### src/rtl/core/rrpm_pkg.sv
// Package for the RGB run pattern matcher: types, constants and pixel compare functions.
`default_nettype none

package rrpm_pkg;

    // Pattern and field sizes
    localparam int PATTERN_MAX  = 5;
    localparam int WINDOW_DEPTH = PATTERN_MAX - 1;
    localparam int CHAN_W       = 8;
    localparam int COLOR_W      = 3 * CHAN_W;
    localparam int COORD_W      = 12;
    localparam int ORD_W        = 24;
    localparam int LEN_W        = 3;
    localparam int CFG_DATA_W   = 64;
    localparam int CFG_ADDR_W   = 6;
    localparam int REF_PAIR_W   = 2 * COLOR_W;

    // Saturation tops
    localparam logic [COORD_W-1:0] ROW_TOP = '1;
    localparam logic [ORD_W-1:0]   ORD_TOP = '1;

    // Register reset values
    localparam logic [LEN_W-1:0]   RUN_LENGTH_RST = 3'd3;
    localparam logic [CHAN_W-1:0]  TOLERANCE_RST  = 8'd3;
    localparam logic [COORD_W-1:0] LINE_WIDTH_RST = 12'd1920;
    localparam logic [COORD_W-1:0] ROW_LIMIT_RST  = 12'd1080;

    // Register map, one 64-bit slot per register
    typedef enum logic [2:0] {
        REG_COLORS_A = 3'd0,
        REG_COLORS_B = 3'd1,
        REG_COLOR_C  = 3'd2,
        REG_RUN_LEN  = 3'd3,
        REG_TOL      = 3'd4,
        REG_LINE_W   = 3'd5,
        REG_ROW_LIM  = 3'd6
    } cfg_reg_t;

    typedef struct packed {
        logic [CHAN_W-1:0] red;
        logic [CHAN_W-1:0] green;
        logic [CHAN_W-1:0] blue;
    } pixel_t;

    typedef logic [LEN_W-1:0] run_len_t;

    // Inclusive absolute-difference test on one channel
    function automatic logic chan_close(
        input logic [CHAN_W-1:0] a,
        input logic [CHAN_W-1:0] b,
        input logic [CHAN_W-1:0] tol
    );
        logic [CHAN_W-1:0] diff;
        diff = (a >= b) ? (a - b) : (b - a);
        return diff <= tol;
    endfunction

    function automatic logic pixel_close(
        input pixel_t            p,
        input pixel_t            r,
        input logic [CHAN_W-1:0] tol
    );
        return chan_close(p.red, r.red, tol)
            && chan_close(p.green, r.green, tol)
            && chan_close(p.blue, r.blue, tol);
    endfunction

    // Clamp the run length register to 1..PATTERN_MAX
    function automatic run_len_t eff_len(input run_len_t len);
        run_len_t res;
        if (len == '0)
            res = run_len_t'(1);
        else if (len > run_len_t'(PATTERN_MAX))
            res = run_len_t'(PATTERN_MAX);
        else
            res = len;
        return res;
    endfunction

endpackage

`default_nettype wire

### src/rtl/core/rgb_run_pattern_matcher.sv
// Top level of the RGB run pattern matcher: config registers, pixel window and match logic.
//
// Usage:
//   Pixels enter on the pix channel (red, green, blue, frame_start) in raster
//   order, one transaction per pixel, with pix_valid/pix_stall. Results leave on
//   the match channel (match_x, match_y, match_ordinal) with match_valid and
//   match_stall. A pixel that completes a run equal, within tolerance, to the
//   reference colors gives one result; any other pixel gives none.
//   A pixel taken into the input register is compared there and its result is
//   loaded into the result register. Throughput: one pixel per clock unless a match
//   is stalled, set by the single compare stage between input and result register.
//   When the receiver stalls with a result waiting, pixels that give no match
//   still pass; a matching pixel waits in the input register and pix_stall is
//   raised until the result register frees.
//   Reset (rst_n low) clears the counters, pixel window and both valid flags and
//   loads the register defaults (run length 3, tolerance 3, 1920 x 1080).
//   frame_start clears column, row and match count before its pixel is tested.
//   Registers sit on the APB port at byte address 8*i; write only while idle.
`default_nettype none

module rgb_run_pattern_matcher
    import rrpm_pkg::*;
(
    input  wire logic                  clk,
    input  wire logic                  rst_n,

    // Pixel input channel
    input  wire logic                  pix_valid,
    output logic                       pix_stall,
    input  wire logic [CHAN_W-1:0]     red,
    input  wire logic [CHAN_W-1:0]     green,
    input  wire logic [CHAN_W-1:0]     blue,
    input  wire logic                  frame_start,

    // Match output channel
    output logic                       match_valid,
    input  wire logic                  match_stall,
    output logic [COORD_W-1:0]         match_x,
    output logic [COORD_W-1:0]         match_y,
    output logic [ORD_W-1:0]           match_ordinal,

    // Configuration port
    input  wire logic                  psel,
    input  wire logic                  penable,
    input  wire logic                  pwrite,
    input  wire logic [CFG_ADDR_W-1:0] paddr,
    input  wire logic [CFG_DATA_W-1:0] pwdata,
    output logic [CFG_DATA_W-1:0]      prdata,
    output logic                       pready
);

    // Configuration registers
    logic [REF_PAIR_W-1:0] ref_a_reg;
    logic [REF_PAIR_W-1:0] ref_b_reg;
    logic [COLOR_W-1:0]    ref_c_reg;
    run_len_t              run_len_reg;
    logic [CHAN_W-1:0]     tol_reg;
    logic [COORD_W-1:0]    line_width_reg;
    logic [COORD_W-1:0]    row_limit_reg;

    // Input register
    logic                  s1_valid_reg;
    pixel_t                s1_pix_reg;
    logic                  s1_fs_reg;

    // Line state
    pixel_t                window_reg [WINDOW_DEPTH];
    logic [COORD_W-1:0]    col_reg;
    logic [COORD_W-1:0]    row_reg;
    logic [ORD_W-1:0]      matches_reg;
    logic [COORD_W-1:0]    col_next;
    logic [COORD_W-1:0]    row_next;
    logic [ORD_W-1:0]      matches_next;

    // Result register
    logic                  out_valid_reg;
    logic [COORD_W-1:0]    out_x_reg;
    logic [COORD_W-1:0]    out_y_reg;
    logic [ORD_W-1:0]      out_ord_reg;

    // Compare datapath
    cfg_reg_t              cfg_idx;
    logic                  cfg_wr;
    run_len_t              len;
    logic [COORD_W-1:0]    col_cur;
    logic [COORD_W-1:0]    row_cur;
    logic [ORD_W-1:0]      matches_cur;
    logic [COORD_W:0]      col_plus;
    logic                  in_range;
    logic [PATTERN_MAX-1:0] pos_ok;
    logic                  hit;
    logic [COORD_W:0]      start_x;
    logic                  s1_adv;
    logic                  out_load;
    pixel_t                seq [PATTERN_MAX];
    pixel_t                refs [PATTERN_MAX];

    assign cfg_idx = cfg_reg_t'(paddr[CFG_ADDR_W-1:3]);
    assign cfg_wr  = psel && penable && pwrite;
    assign pready  = 1'b1;

    // Register writes
    always_ff @(posedge clk or negedge rst_n)
    begin
        if (!rst_n)
        begin
            ref_a_reg      <= '0;
            ref_b_reg      <= '0;
            ref_c_reg      <= '0;
            run_len_reg    <= RUN_LENGTH_RST;
            tol_reg        <= TOLERANCE_RST;
            line_width_reg <= LINE_WIDTH_RST;
            row_limit_reg  <= ROW_LIMIT_RST;
        end
        else if (cfg_wr)
        begin
            case (cfg_idx)
                REG_COLORS_A: ref_a_reg      <= pwdata[REF_PAIR_W-1:0];
                REG_COLORS_B: ref_b_reg      <= pwdata[REF_PAIR_W-1:0];
                REG_COLOR_C:  ref_c_reg      <= pwdata[COLOR_W-1:0];
                REG_RUN_LEN:  run_len_reg    <= pwdata[LEN_W-1:0];
                REG_TOL:      tol_reg        <= pwdata[CHAN_W-1:0];
                REG_LINE_W:   line_width_reg <= pwdata[COORD_W-1:0];
                REG_ROW_LIM:  row_limit_reg  <= pwdata[COORD_W-1:0];
                default:      ;
            endcase
        end
    end

    // Register reads
    always_comb
    begin
        case (cfg_idx)
            REG_COLORS_A: prdata = CFG_DATA_W'(ref_a_reg);
            REG_COLORS_B: prdata = CFG_DATA_W'(ref_b_reg);
            REG_COLOR_C:  prdata = CFG_DATA_W'(ref_c_reg);
            REG_RUN_LEN:  prdata = CFG_DATA_W'(run_len_reg);
            REG_TOL:      prdata = CFG_DATA_W'(tol_reg);
            REG_LINE_W:   prdata = CFG_DATA_W'(line_width_reg);
            REG_ROW_LIM:  prdata = CFG_DATA_W'(row_limit_reg);
            default:      prdata = '0;
        endcase
    end

    // Counters as seen by the pixel in the input register
    assign len         = eff_len(run_len_reg);
    assign col_cur     = s1_fs_reg ? '0 : col_reg;
    assign row_cur     = s1_fs_reg ? '0 : row_reg;
    assign matches_cur = s1_fs_reg ? '0 : matches_reg;
    assign col_plus    = {1'b0, col_cur} + (COORD_W+1)'(1);
    assign in_range    = (col_plus >= (COORD_W+1)'(len))
                      && (col_plus < {1'b0, line_width_reg})
                      && (row_cur < row_limit_reg);
    assign start_x     = col_plus - (COORD_W+1)'(len);

    // Newest pixel first, then the window
    assign refs[0] = ref_a_reg[COLOR_W-1:0];
    assign refs[1] = ref_a_reg[REF_PAIR_W-1:COLOR_W];
    assign refs[2] = ref_b_reg[COLOR_W-1:0];
    assign refs[3] = ref_b_reg[REF_PAIR_W-1:COLOR_W];
    assign refs[4] = ref_c_reg;

    always_comb
    begin
        seq[0] = s1_pix_reg;
        for (int k = 1; k < PATTERN_MAX; k++)
            seq[k] = window_reg[k-1];
    end

    // Run position i holds the pixel len-1-i steps back
    always_comb
    begin
        run_len_t sel;
        for (int i = 0; i < PATTERN_MAX; i++)
        begin
            sel = len - run_len_t'(1) - run_len_t'(i);
            if (run_len_t'(i) >= len)
                pos_ok[i] = 1'b1;
            else if (sel < run_len_t'(PATTERN_MAX))
                pos_ok[i] = pixel_close(seq[sel], refs[i], tol_reg);
            else
                pos_ok[i] = 1'b0;
        end
    end

    assign hit = in_range && (&pos_ok);

    // Flow control: a pixel moves on unless its result finds the output busy
    assign s1_adv    = s1_valid_reg && (!hit || !out_valid_reg || !match_stall);
    assign out_load  = s1_adv && hit;
    assign pix_stall = s1_valid_reg && !s1_adv;

    // Next column, row and match count
    always_comb
    begin
        if (col_plus >= {1'b0, line_width_reg})
        begin
            col_next = '0;
            row_next = (row_cur < ROW_TOP) ? row_cur + COORD_W'(1) : row_cur;
        end
        else
        begin
            col_next = col_plus[COORD_W-1:0];
            row_next = row_cur;
        end
        if (hit && (matches_cur < ORD_TOP))
            matches_next = matches_cur + ORD_W'(1);
        else
            matches_next = matches_cur;
    end

    // Input register
    always_ff @(posedge clk or negedge rst_n)
    begin
        if (!rst_n)
        begin
            s1_valid_reg <= 1'b0;
            s1_pix_reg   <= '0;
            s1_fs_reg    <= 1'b0;
        end
        else if (pix_valid && !pix_stall)
        begin
            s1_valid_reg <= 1'b1;
            s1_pix_reg   <= '{red: red, green: green, blue: blue};
            s1_fs_reg    <= frame_start;
        end
        else if (s1_adv)
        begin
            s1_valid_reg <= 1'b0;
        end
    end

    // Window and counters
    always_ff @(posedge clk or negedge rst_n)
    begin
        if (!rst_n)
        begin
            for (int k = 0; k < WINDOW_DEPTH; k++)
                window_reg[k] <= '0;
            col_reg     <= '0;
            row_reg     <= '0;
            matches_reg <= '0;
        end
        else if (s1_adv)
        begin
            window_reg[0] <= s1_pix_reg;
            for (int k = 1; k < WINDOW_DEPTH; k++)
                window_reg[k] <= window_reg[k-1];
            col_reg     <= col_next;
            row_reg     <= row_next;
            matches_reg <= matches_next;
        end
    end

    // Result register
    always_ff @(posedge clk or negedge rst_n)
    begin
        if (!rst_n)
            out_valid_reg <= 1'b0;
        else if (out_load)
            out_valid_reg <= 1'b1;
        else if (!match_stall)
            out_valid_reg <= 1'b0;
    end

    always_ff @(posedge clk)
    begin
        if (out_load)
        begin
            out_x_reg   <= start_x[COORD_W-1:0];
            out_y_reg   <= row_cur;
            out_ord_reg <= matches_cur;
        end
    end

    assign match_valid   = out_valid_reg;
    assign match_x       = out_x_reg;
    assign match_y       = out_y_reg;
    assign match_ordinal = out_ord_reg;

`ifndef SYNTHESIS
    // Stall only with a matching pixel held against a full, stalled output
    a_stall_cause: assert property (@(posedge clk) disable iff (!rst_n)
        pix_stall |-> (s1_valid_reg && hit && out_valid_reg && match_stall))
        else $error("pix_stall raised without a blocked result");

    // A held pixel keeps its data
    a_hold_pixel: assert property (@(posedge clk) disable iff (!rst_n)
        (s1_valid_reg && !s1_adv) |=> (s1_valid_reg && $stable(s1_pix_reg)))
        else $error("held pixel changed or dropped");

    // A match on a frame-start pixel is ordinal zero
    a_first_ord: assert property (@(posedge clk) disable iff (!rst_n)
        (out_load && s1_fs_reg) |=> (out_ord_reg == '0))
        else $error("frame-start match not ordinal zero");

    // Match count steps by one per unsaturated match within a frame
    a_count_step: assert property (@(posedge clk) disable iff (!rst_n)
        (out_load && !s1_fs_reg && (matches_reg != ORD_TOP))
        |=> (matches_reg == $past(matches_reg) + ORD_W'(1)))
        else $error("match count did not advance");

    // A loaded result shows up on the output
    a_out_load: assert property (@(posedge clk) disable iff (!rst_n)
        out_load |=> match_valid)
        else $error("loaded result not presented");
`endif

endmodule

`default_nettype wire

### config.mk
export PLATFORM = sky130hd
export DESIGN_NAME = rgb_run_pattern_matcher
export DESIGN_NICKNAME = d
export VERILOG_FILES = /design/src/rtl/core/rrpm_pkg.sv /design/src/rtl/core/rgb_run_pattern_matcher.sv
export SDC_FILE = /design/constraint.sdc
export NUM_CORES = 1
export LEC_CHECK = 0
export BUFFER_PORTS_ARGS = -buffer_cell sky130_fd_sc_hd__buf_4
export CAP_MARGIN = 20
export CORE_MARGIN = 1
export CORE_UTILIZATION = 50
export DETAILED_ROUTE_END_ITERATION = 10
export PLACE_DENSITY = 0.69
export SLEW_MARGIN = 25
export SYNTH_ARGS = -nofsm -noshare
export SYNTH_HDL_FRONTEND = slang
export SYNTH_SLANG_ARGS = --single-unit
### constraint.sdc
create_clock -name clk -period 21.4 [get_ports clk]
set_input_delay 3.21 -clock clk [delete_from_list [all_inputs] [get_ports clk]]
set_output_delay 3.21 -clock clk [all_outputs]
set_load 0.01 [all_outputs]
# Yosys cells after proc, flatten, opt, wreduce, memory -nomap -nowiden

Index checks and enable logic that the tools add are counted.

$add $sub $neg: 39
Multiply operators: 0
Div/mod/pow operators: 0
Magnitude comparators: 52
Equal/unequal tests: 7
Shift operators: 0
Muxes and demuxes: 54
Bitwise logic cells: 5
Reduce and logical (&&, ||, !) cells: 38

Operators by type and width:

| kind                                                            | number |
|---|---|
| 24-bit binary-select mux with 3-bit select                      | 5 |
| 48-bit one-hot mux with 7 select lines                          | 1 |
| 24-bit two-way mux                                              | 12 |
| 8-bit subtractor                                                | 30 |
| 8-bit >= comparator                                             | 15 |
| 8-bit less-or-equal comparator                                  | 15 |
| 8-bit two-way mux                                               | 15 |
| 12-bit two-way mux                                              | 5 |
| 24-bit by 1-bit adder with 24-bit output, second input constant | 1 |
| 24-bit < comparator, second input constant                      | 1 |
| 4-bit >= comparator, second input constant                      | 5 |
| 1-bit logical AND                                               | 20 |
| 3-bit inverter with 4-bit output                                | 5 |
| 3-bit < comparator, second input constant                       | 5 |
| 1-bit two-way mux                                               | 14 |
| 2-bit AND reduction                                             | 7 |
| 12-bit by 1-bit adder with 13-bit output, second input constant | 1 |
| 13-bit by 12-bit >= comparator with 1-bit output                | 1 |
| 13-bit by 3-bit >= comparator with 1-bit output                 | 1 |
| 13-bit by 12-bit < comparator with 1-bit output                 | 1 |
| 12-bit by 1-bit adder with 12-bit output, second input constant | 1 |
| 12-bit < comparator                                             | 1 |
| 12-bit < comparator, second input constant                      | 1 |
| 12-bit by 3-bit subtractor with 12-bit output                   | 1 |
| 17 further kinds                                                | 31 |

Register bits: 374
Bits in latches: 0
RAM bits: 0
ROM bits: 0
Bits of input ports: 102
Output and inout bits: 115
Word-level logic and storage cells: 226
Memories kept: 0

# Depth between registers and ports, before layout

Depth after elaboration: 27
Gate-level depth with buffers: 35
Mapped depth without buffers: 29

# Worst setup path before layout

No wires, ideal clock.

Path kind: reg2reg
Start: reg run_len_reg[1]
End: reg out_ord_reg[0] (netlist: match_ordinal[0]) (enable)
Setup time: 513 ps
Arrival time: 10186 ps
Required time: 20887 ps
Path slack: 10701 ps
Stages on the path, launching flop included: 29
Buffers on the path: 4
Clock period less this slack: 10699 ps
Cells stage by stage: dfstp_2 > clkbuf_1 > inv_1 > nand2_1 > a21oi_1 > nor2_1 > clkbuf_1 > ha_1 > buf_1 > nor3b_1 > clkbuf_1 > a22o_1 > ha_1 > or3_1 > o221a_2 > a31oi_1 > mux2i_1 > o41ai_1 > a31oi_1 > o21ai_0 > xnor2_1 > ha_1 > nand4_1 > or3_1 > o211ai_1 > nand4_1 > a22oi_1 > nand3_1 > nor3_1

Word-level cells in the longest chain between the ends: 23
Elaborated cells on any way between the ends: 144
Those cells by class: add/sub (35); order compare (42); mux (42); bitwise (5); reduce/logical (20)

Ends and longest elaborated chain:

| element                                                                   | line                           | text |
|---|---|---|
| from (decl)                                                               | rgb_run_pattern_matcher.sv:56  | `run_len_t run_len_reg;` |
| from (signal assigned)                                                    | rgb_run_pattern_matcher.sv:121 | `REG_RUN_LEN: run_len_reg <= pwdata[LEN_W-1:0];` |
| 3-bit > comparator                                                        | rrpm_pkg.sv:73                 | `else if (len > run_len_t'(PATTERN_MAX))` |
| 3-bit two-way mux                                                         | rrpm_pkg.sv:73                 |  |
| 3-bit two-way mux (*)                                                     | rrpm_pkg.sv:71                 | `if (len == '0)` |
| 3-bit by 1-bit subtractor with 3-bit output                               | rgb_run_pattern_matcher.sv:176 | `sel = len - run_len_t'(1) - run_len_t'(i);` |
| 3-bit by 1-bit subtractor with 3-bit output, or another cell as far along | rgb_run_pattern_matcher.sv:176 |  |
| 3-bit inverter with 4-bit output (implied by the code)                    | rgb_run_pattern_matcher.sv:180 | `pos_ok[i] = pixel_close(seq[sel], refs[i], tol_reg);` |
| 24-bit binary-select mux with 3-bit select                                | rgb_run_pattern_matcher.sv:180 |  |
| 24-bit two-way mux (implied by the code) (2 in series)                    | rgb_run_pattern_matcher.sv:180 |  |
| (+6 left out)                                                             | -                              |  |
| 1-bit two-way mux                                                         | rgb_run_pattern_matcher.sv:177 | `if (run_len_t'(i) >= len)` |
| 5-bit AND reduction                                                       | rgb_run_pattern_matcher.sv:186 | `assign hit = in_range && (&pos_ok);` |
| 1-bit logical AND (*)                                                     | rgb_run_pattern_matcher.sv:186 |  |
| 1-bit zero test                                                           | rgb_run_pattern_matcher.sv:189 | `assign s1_adv = s1_valid_reg && (!hit \|\| !out_valid_reg \|\| !match_stall);` |
| 1-bit logical OR (2 in series)                                            | rgb_run_pattern_matcher.sv:189 |  |
| 1-bit logical AND                                                         | rgb_run_pattern_matcher.sv:189 |  |
| 1-bit logical AND (*)                                                     | rgb_run_pattern_matcher.sv:190 | `assign out_load = s1_adv && hit;` |
| net out_load                                                              | rgb_run_pattern_matcher.sv:94  | `logic out_load;` |
| to (signal assigned)                                                      | rgb_run_pattern_matcher.sv:272 | `out_ord_reg <= matches_cur;` |
| to (decl)                                                                 | rgb_run_pattern_matcher.sv:79  | `logic [ORD_W-1:0] out_ord_reg;` |

Mark *: on every way through the listed nets, which the timed path passes. The rest lies on a longest branch. The select of a mux whose other input is x is not followed.
A chain may end at the register's enable or synchronous reset.

# Worst setup path after layout

Start: reg run_len_reg[1]
End: out pix_stall

Word-level cells in the longest chain between the ends: 24
Elaborated cells on any way between the ends: 145
Those cells by class: add/sub (35); order compare (42); mux (42); bitwise (5); reduce/logical (21)

Ends and longest elaborated chain:

| element                                                                   | line                           | text |
|---|---|---|
| 3-bit > comparator                                                        | rrpm_pkg.sv:73                 |  |
| 3-bit two-way mux                                                         | rrpm_pkg.sv:73                 |  |
| 3-bit two-way mux (*)                                                     | rrpm_pkg.sv:71                 |  |
| 3-bit by 1-bit subtractor with 3-bit output                               | rgb_run_pattern_matcher.sv:176 |  |
| 3-bit by 1-bit subtractor with 3-bit output, or another cell as far along | rgb_run_pattern_matcher.sv:176 |  |
| 3-bit inverter with 4-bit output (implied by the code)                    | rgb_run_pattern_matcher.sv:180 |  |
| 24-bit binary-select mux with 3-bit select                                | rgb_run_pattern_matcher.sv:180 |  |
| 24-bit two-way mux (implied by the code) (2 in series)                    | rgb_run_pattern_matcher.sv:180 |  |
| (+6 left out)                                                             | -                              |  |
| 1-bit two-way mux                                                         | rgb_run_pattern_matcher.sv:177 |  |
| 5-bit AND reduction                                                       | rgb_run_pattern_matcher.sv:186 |  |
| 1-bit logical AND (*)                                                     | rgb_run_pattern_matcher.sv:186 |  |
| 1-bit zero test (*)                                                       | rgb_run_pattern_matcher.sv:189 |  |
| 1-bit logical OR (*) (2 in series)                                        | rgb_run_pattern_matcher.sv:189 |  |
| 1-bit logical AND (*)                                                     | rgb_run_pattern_matcher.sv:189 |  |
| 1-bit zero test (*)                                                       | rgb_run_pattern_matcher.sv:191 | `assign pix_stall = s1_valid_reg && !s1_adv;` |
| 1-bit logical AND (*)                                                     | rgb_run_pattern_matcher.sv:191 |  |
| to (decl)                                                                 | rgb_run_pattern_matcher.sv:29  | `output logic pix_stall,` |

Every way passes the cells marked *; elsewhere a longest branch is shown, timed or not. The select of a mux whose other input is x is not followed.

==> out/summary.txt <==
Global route total overflow: 0
WL/cell: 20.5 um
Psw: 2.19 mW
Peak VDD IR: 0.0788 mV
GPL Wtd Cong: 0.943
Design Power: 4.78 mW
Number of flops mapped to enable cells by yosys: 48
Unrepaired setup endpoints after global routing: false
Die height: 255 um
Final Hold Viols: 0
Non-Filler Instances: 4585
Root Driver: clkbuf_16
Chip Width: 255 um
Lkg Pwr: 16.4 nW
Sequential-to-total area share from yosys stat: 0.301
Hold_buf cts: 0
Yosys reg bits: 374
Global-route wire length before repair: 146000 um
Max-slew headroom: 0.317
Final Max Tran Viols: 0
Post-CTS Setup Bufs: 0
Max Root-Sink Buffers: 3
Gates resized, CTS repair: 0
Final #Nets: 4213
Max reg flops: 96
Number of buffers added on ports: 180
Placed Area: 0.0341 mm2
FILL cells: 5714
Worst hold slack: 0.521 ns
CTS tree: yes
Clock Sink Count: 374
Final worst path period share: 0.600
Met3 GRT Util: 0.0365
CP arrival: 9.62 ns
Sw Ratio: 0.458
Fraction of registers with async set/reset: 0.872
Setup TNS: 0 ns
Largest cells by area after synthesis: dfrtp_1, ha_1, o21ai_0, mux2i_1, edfxtp_1
Crit Path Max Fanout: 34
Synth Instances: 3577
Rows: 92
Fmax: 77.9 MHz
Clock skew: 0.0266 ns
Most common cell in the netlist: ha_1
Routed vias/inst: 5.91
Sequential share of power: 0.206
Vias: 27105
Number of global-route vias before repair: 25619
Worst r2r src: run_len_reg[1]$_DFFE_PN1P_
CP most frequent cell: buf_4
Worst Setup End Kind: output port
Min-Delay Path Class: register to register
Max cap viols: 0
Clock insertion delay at the later pin of the skew report: 0.60 ns
Initial antenna violation count: 0
CORE AREA: 0.0632 mm2
Least-Margin Pin Slew: 1.02 ns
Synth Flop Type: dfrtp_1
Global Route Usage Sum: 0.289
P_int: 2.59 mW
Pwr per Cell Area: 134 mW/mm2
H-Tree Depth: 2
Pre-antenna DRT Iters: 5
WP data required: 18.19 ns
Syn_area_per_cell: 8.94 um2
Ant diodes: 0
Starting density of the core: 0.506
Routed Antenna Nets: 0
Yosys top cell by area: dfrtp_1
Met2 Resource Use GR: 0.452
Synth unique cells: 90
Syn. warnings: 0
Worst path slowest cell: inv_2
Critical Setup Path Class: register to output port
Detailed Route WL: 93800 um
Ratio of cells with drive above 1 in the final layout: 0.127
Worst-path clk slew: 0.07 ns
Top Ports: 217
Largest net degree at the start of global routing: 97
Placed cells: 4501
Yosys top cell area share: 0.246
Critical path origin: run_len_reg[1]$_DFFE_PN1P_
Post-synth top cells: ha_1, nand2_1, inv_1, dfrtp_1, o21ai_0
First DRT Iteration DRCs: 2247
HPWL after DPL: 68900 um
Die ar.: 0.0650 mm2
HP Start: row_reg[1]$_DFFE_PN0P_
Fin crit period: 12.83 ns
Outcome: completed
Final count of negative-setup-slack endpoints: 0
Most Crowded Layer GR: met2
TritonCTS buffer count: 46
Post-Syn Area: 0.0320 mm2
Slowest stage delay, CP: 0.75 ns
Area Growth Syn to Fin: 11.6%
Combinational power share: 0.623
Finished Cell Area: 0.0357 mm2
DRC viols: 0
Startpoint types: register
Met1 usage: 0.415
Clock power share: 0.171
cells in the final DEF (no fill, tap or decap), types with 13 or more instances in the layout:
cell type,n
mux4_2,28
a21o_1,51
dfrtp_1,312
o211ai_1,15
edfxtp_1,48
a22o_1,72
nor2b_1,78
nand2_1,359
a31oi_1,22
fa_1,31
o22ai_1,18
o21ai_0,306
o21a_1,22
a21oi_1,206
mux2i_1,151
nand2b_1,22
nand4_1,44
buf_4,224
xnor2_1,79
nand3b_1,20
nor3_1,36
ha_1,376
and3_1,27
inv_1,357
a22oi_1,32
o221ai_1,13
a211oi_1,39
and2_1,14
xor2_1,39
clkbuf_16,47
nand3_1,60
mux2_2,94
mux2_1,61
conb_1,17
nor2_1,197
critical path, delay by kind of cell (launching register included):
family,cells,cell delay (ns)
compound gates,9,3.13
buf+inv,6,1.94
simple gates,8,1.73
mux,2,0.84
fa+ha+maj,3,0.71
flops,1,0.51
xor+xnor,1,0.09
kinds of logic after synthesis:
logic type	Yosys count	synth area share
other	2	0.000235
buffers and inverters	523	0.0661
and+or+nand+nor	925	0.137
adders and majority gates	407	0.166
muxes	337	0.123
AOI/OAI and AO/OA	891	0.174
xor gates and xnor gates	118	0.0323
DFF	374	0.301
final cells by class:
cell class | instances | area, um2 | share of cell area
Timing Repair Buffer | 227 | 1720 | 0.0483
Clock buffer | 62 | 1290 | 0.0362
Inverter | 360 | 1350 | 0.0379
Clock inverter | 21 | 267 | 0.00747
Multi-Input combinational cell | 2695 | 20400 | 0.571
Sequential cell | 374 | 9620 | 0.269
Tap cell | 846 | 1060 | 0.0297
stage by stage:
stage | worst slack (ns) | util
2_1_floorplan | 10.70 | -
3_3_place_gp | 9.36 | 0.540
3_5_place_dp | 9.28 | 0.540
4_1_cts | 8.60 | 0.565
5_1_grt | 7.93 | 0.565
6_report | 8.57 | 0.565
worst paths after layout:
| path | endpoint | slack, ns | cells after the start |
|---|---|---|---|
| setup / recovery | pix_stall | 8.57 | 29 |
| setup reg to reg | s1_pix_reg[16]$_DFFE_PN0P_ | 11.01 | 30 |
| hold reg to reg | row_reg[1]$_DFFE_PN0P_ | 0.52 | 1 |
| min in group asynchronous | row_reg[9]$_DFFE_PN0P_ | 2.62 | 1 |
| max in group asynchronous | ref_a_reg[30]$_DFFE_PN0P_ | 16.56 | 3 |
| hold / removal | row_reg[1]$_DFFE_PN0P_ | 0.52 | 1 |
power by group through the flow:
stage / combinational, mW / sequential (mW) / clock, mW
3_5_place_dp: 2.94 / 0.992 / 0
5_1_grt: 3.37 / 1.00 / 0.856
4_1_cts: 2.96 / 0.980 / 0.830
2_1_floorplan: 2.22 / 0.942 / 0
3_3_place_gp: 2.88 / 0.987 / 0
6_report: 2.98 / 0.984 / 0.817
routing by layer:
layer / vias up / wire, um
met3: 158 / 6250
met4: 0 / 2690
met5: - / 0
li1: 12872 / -
met1: 13183 / 42400
met2: 892 / 42500
Note: power is estimated with default switching activity, not from simulation.
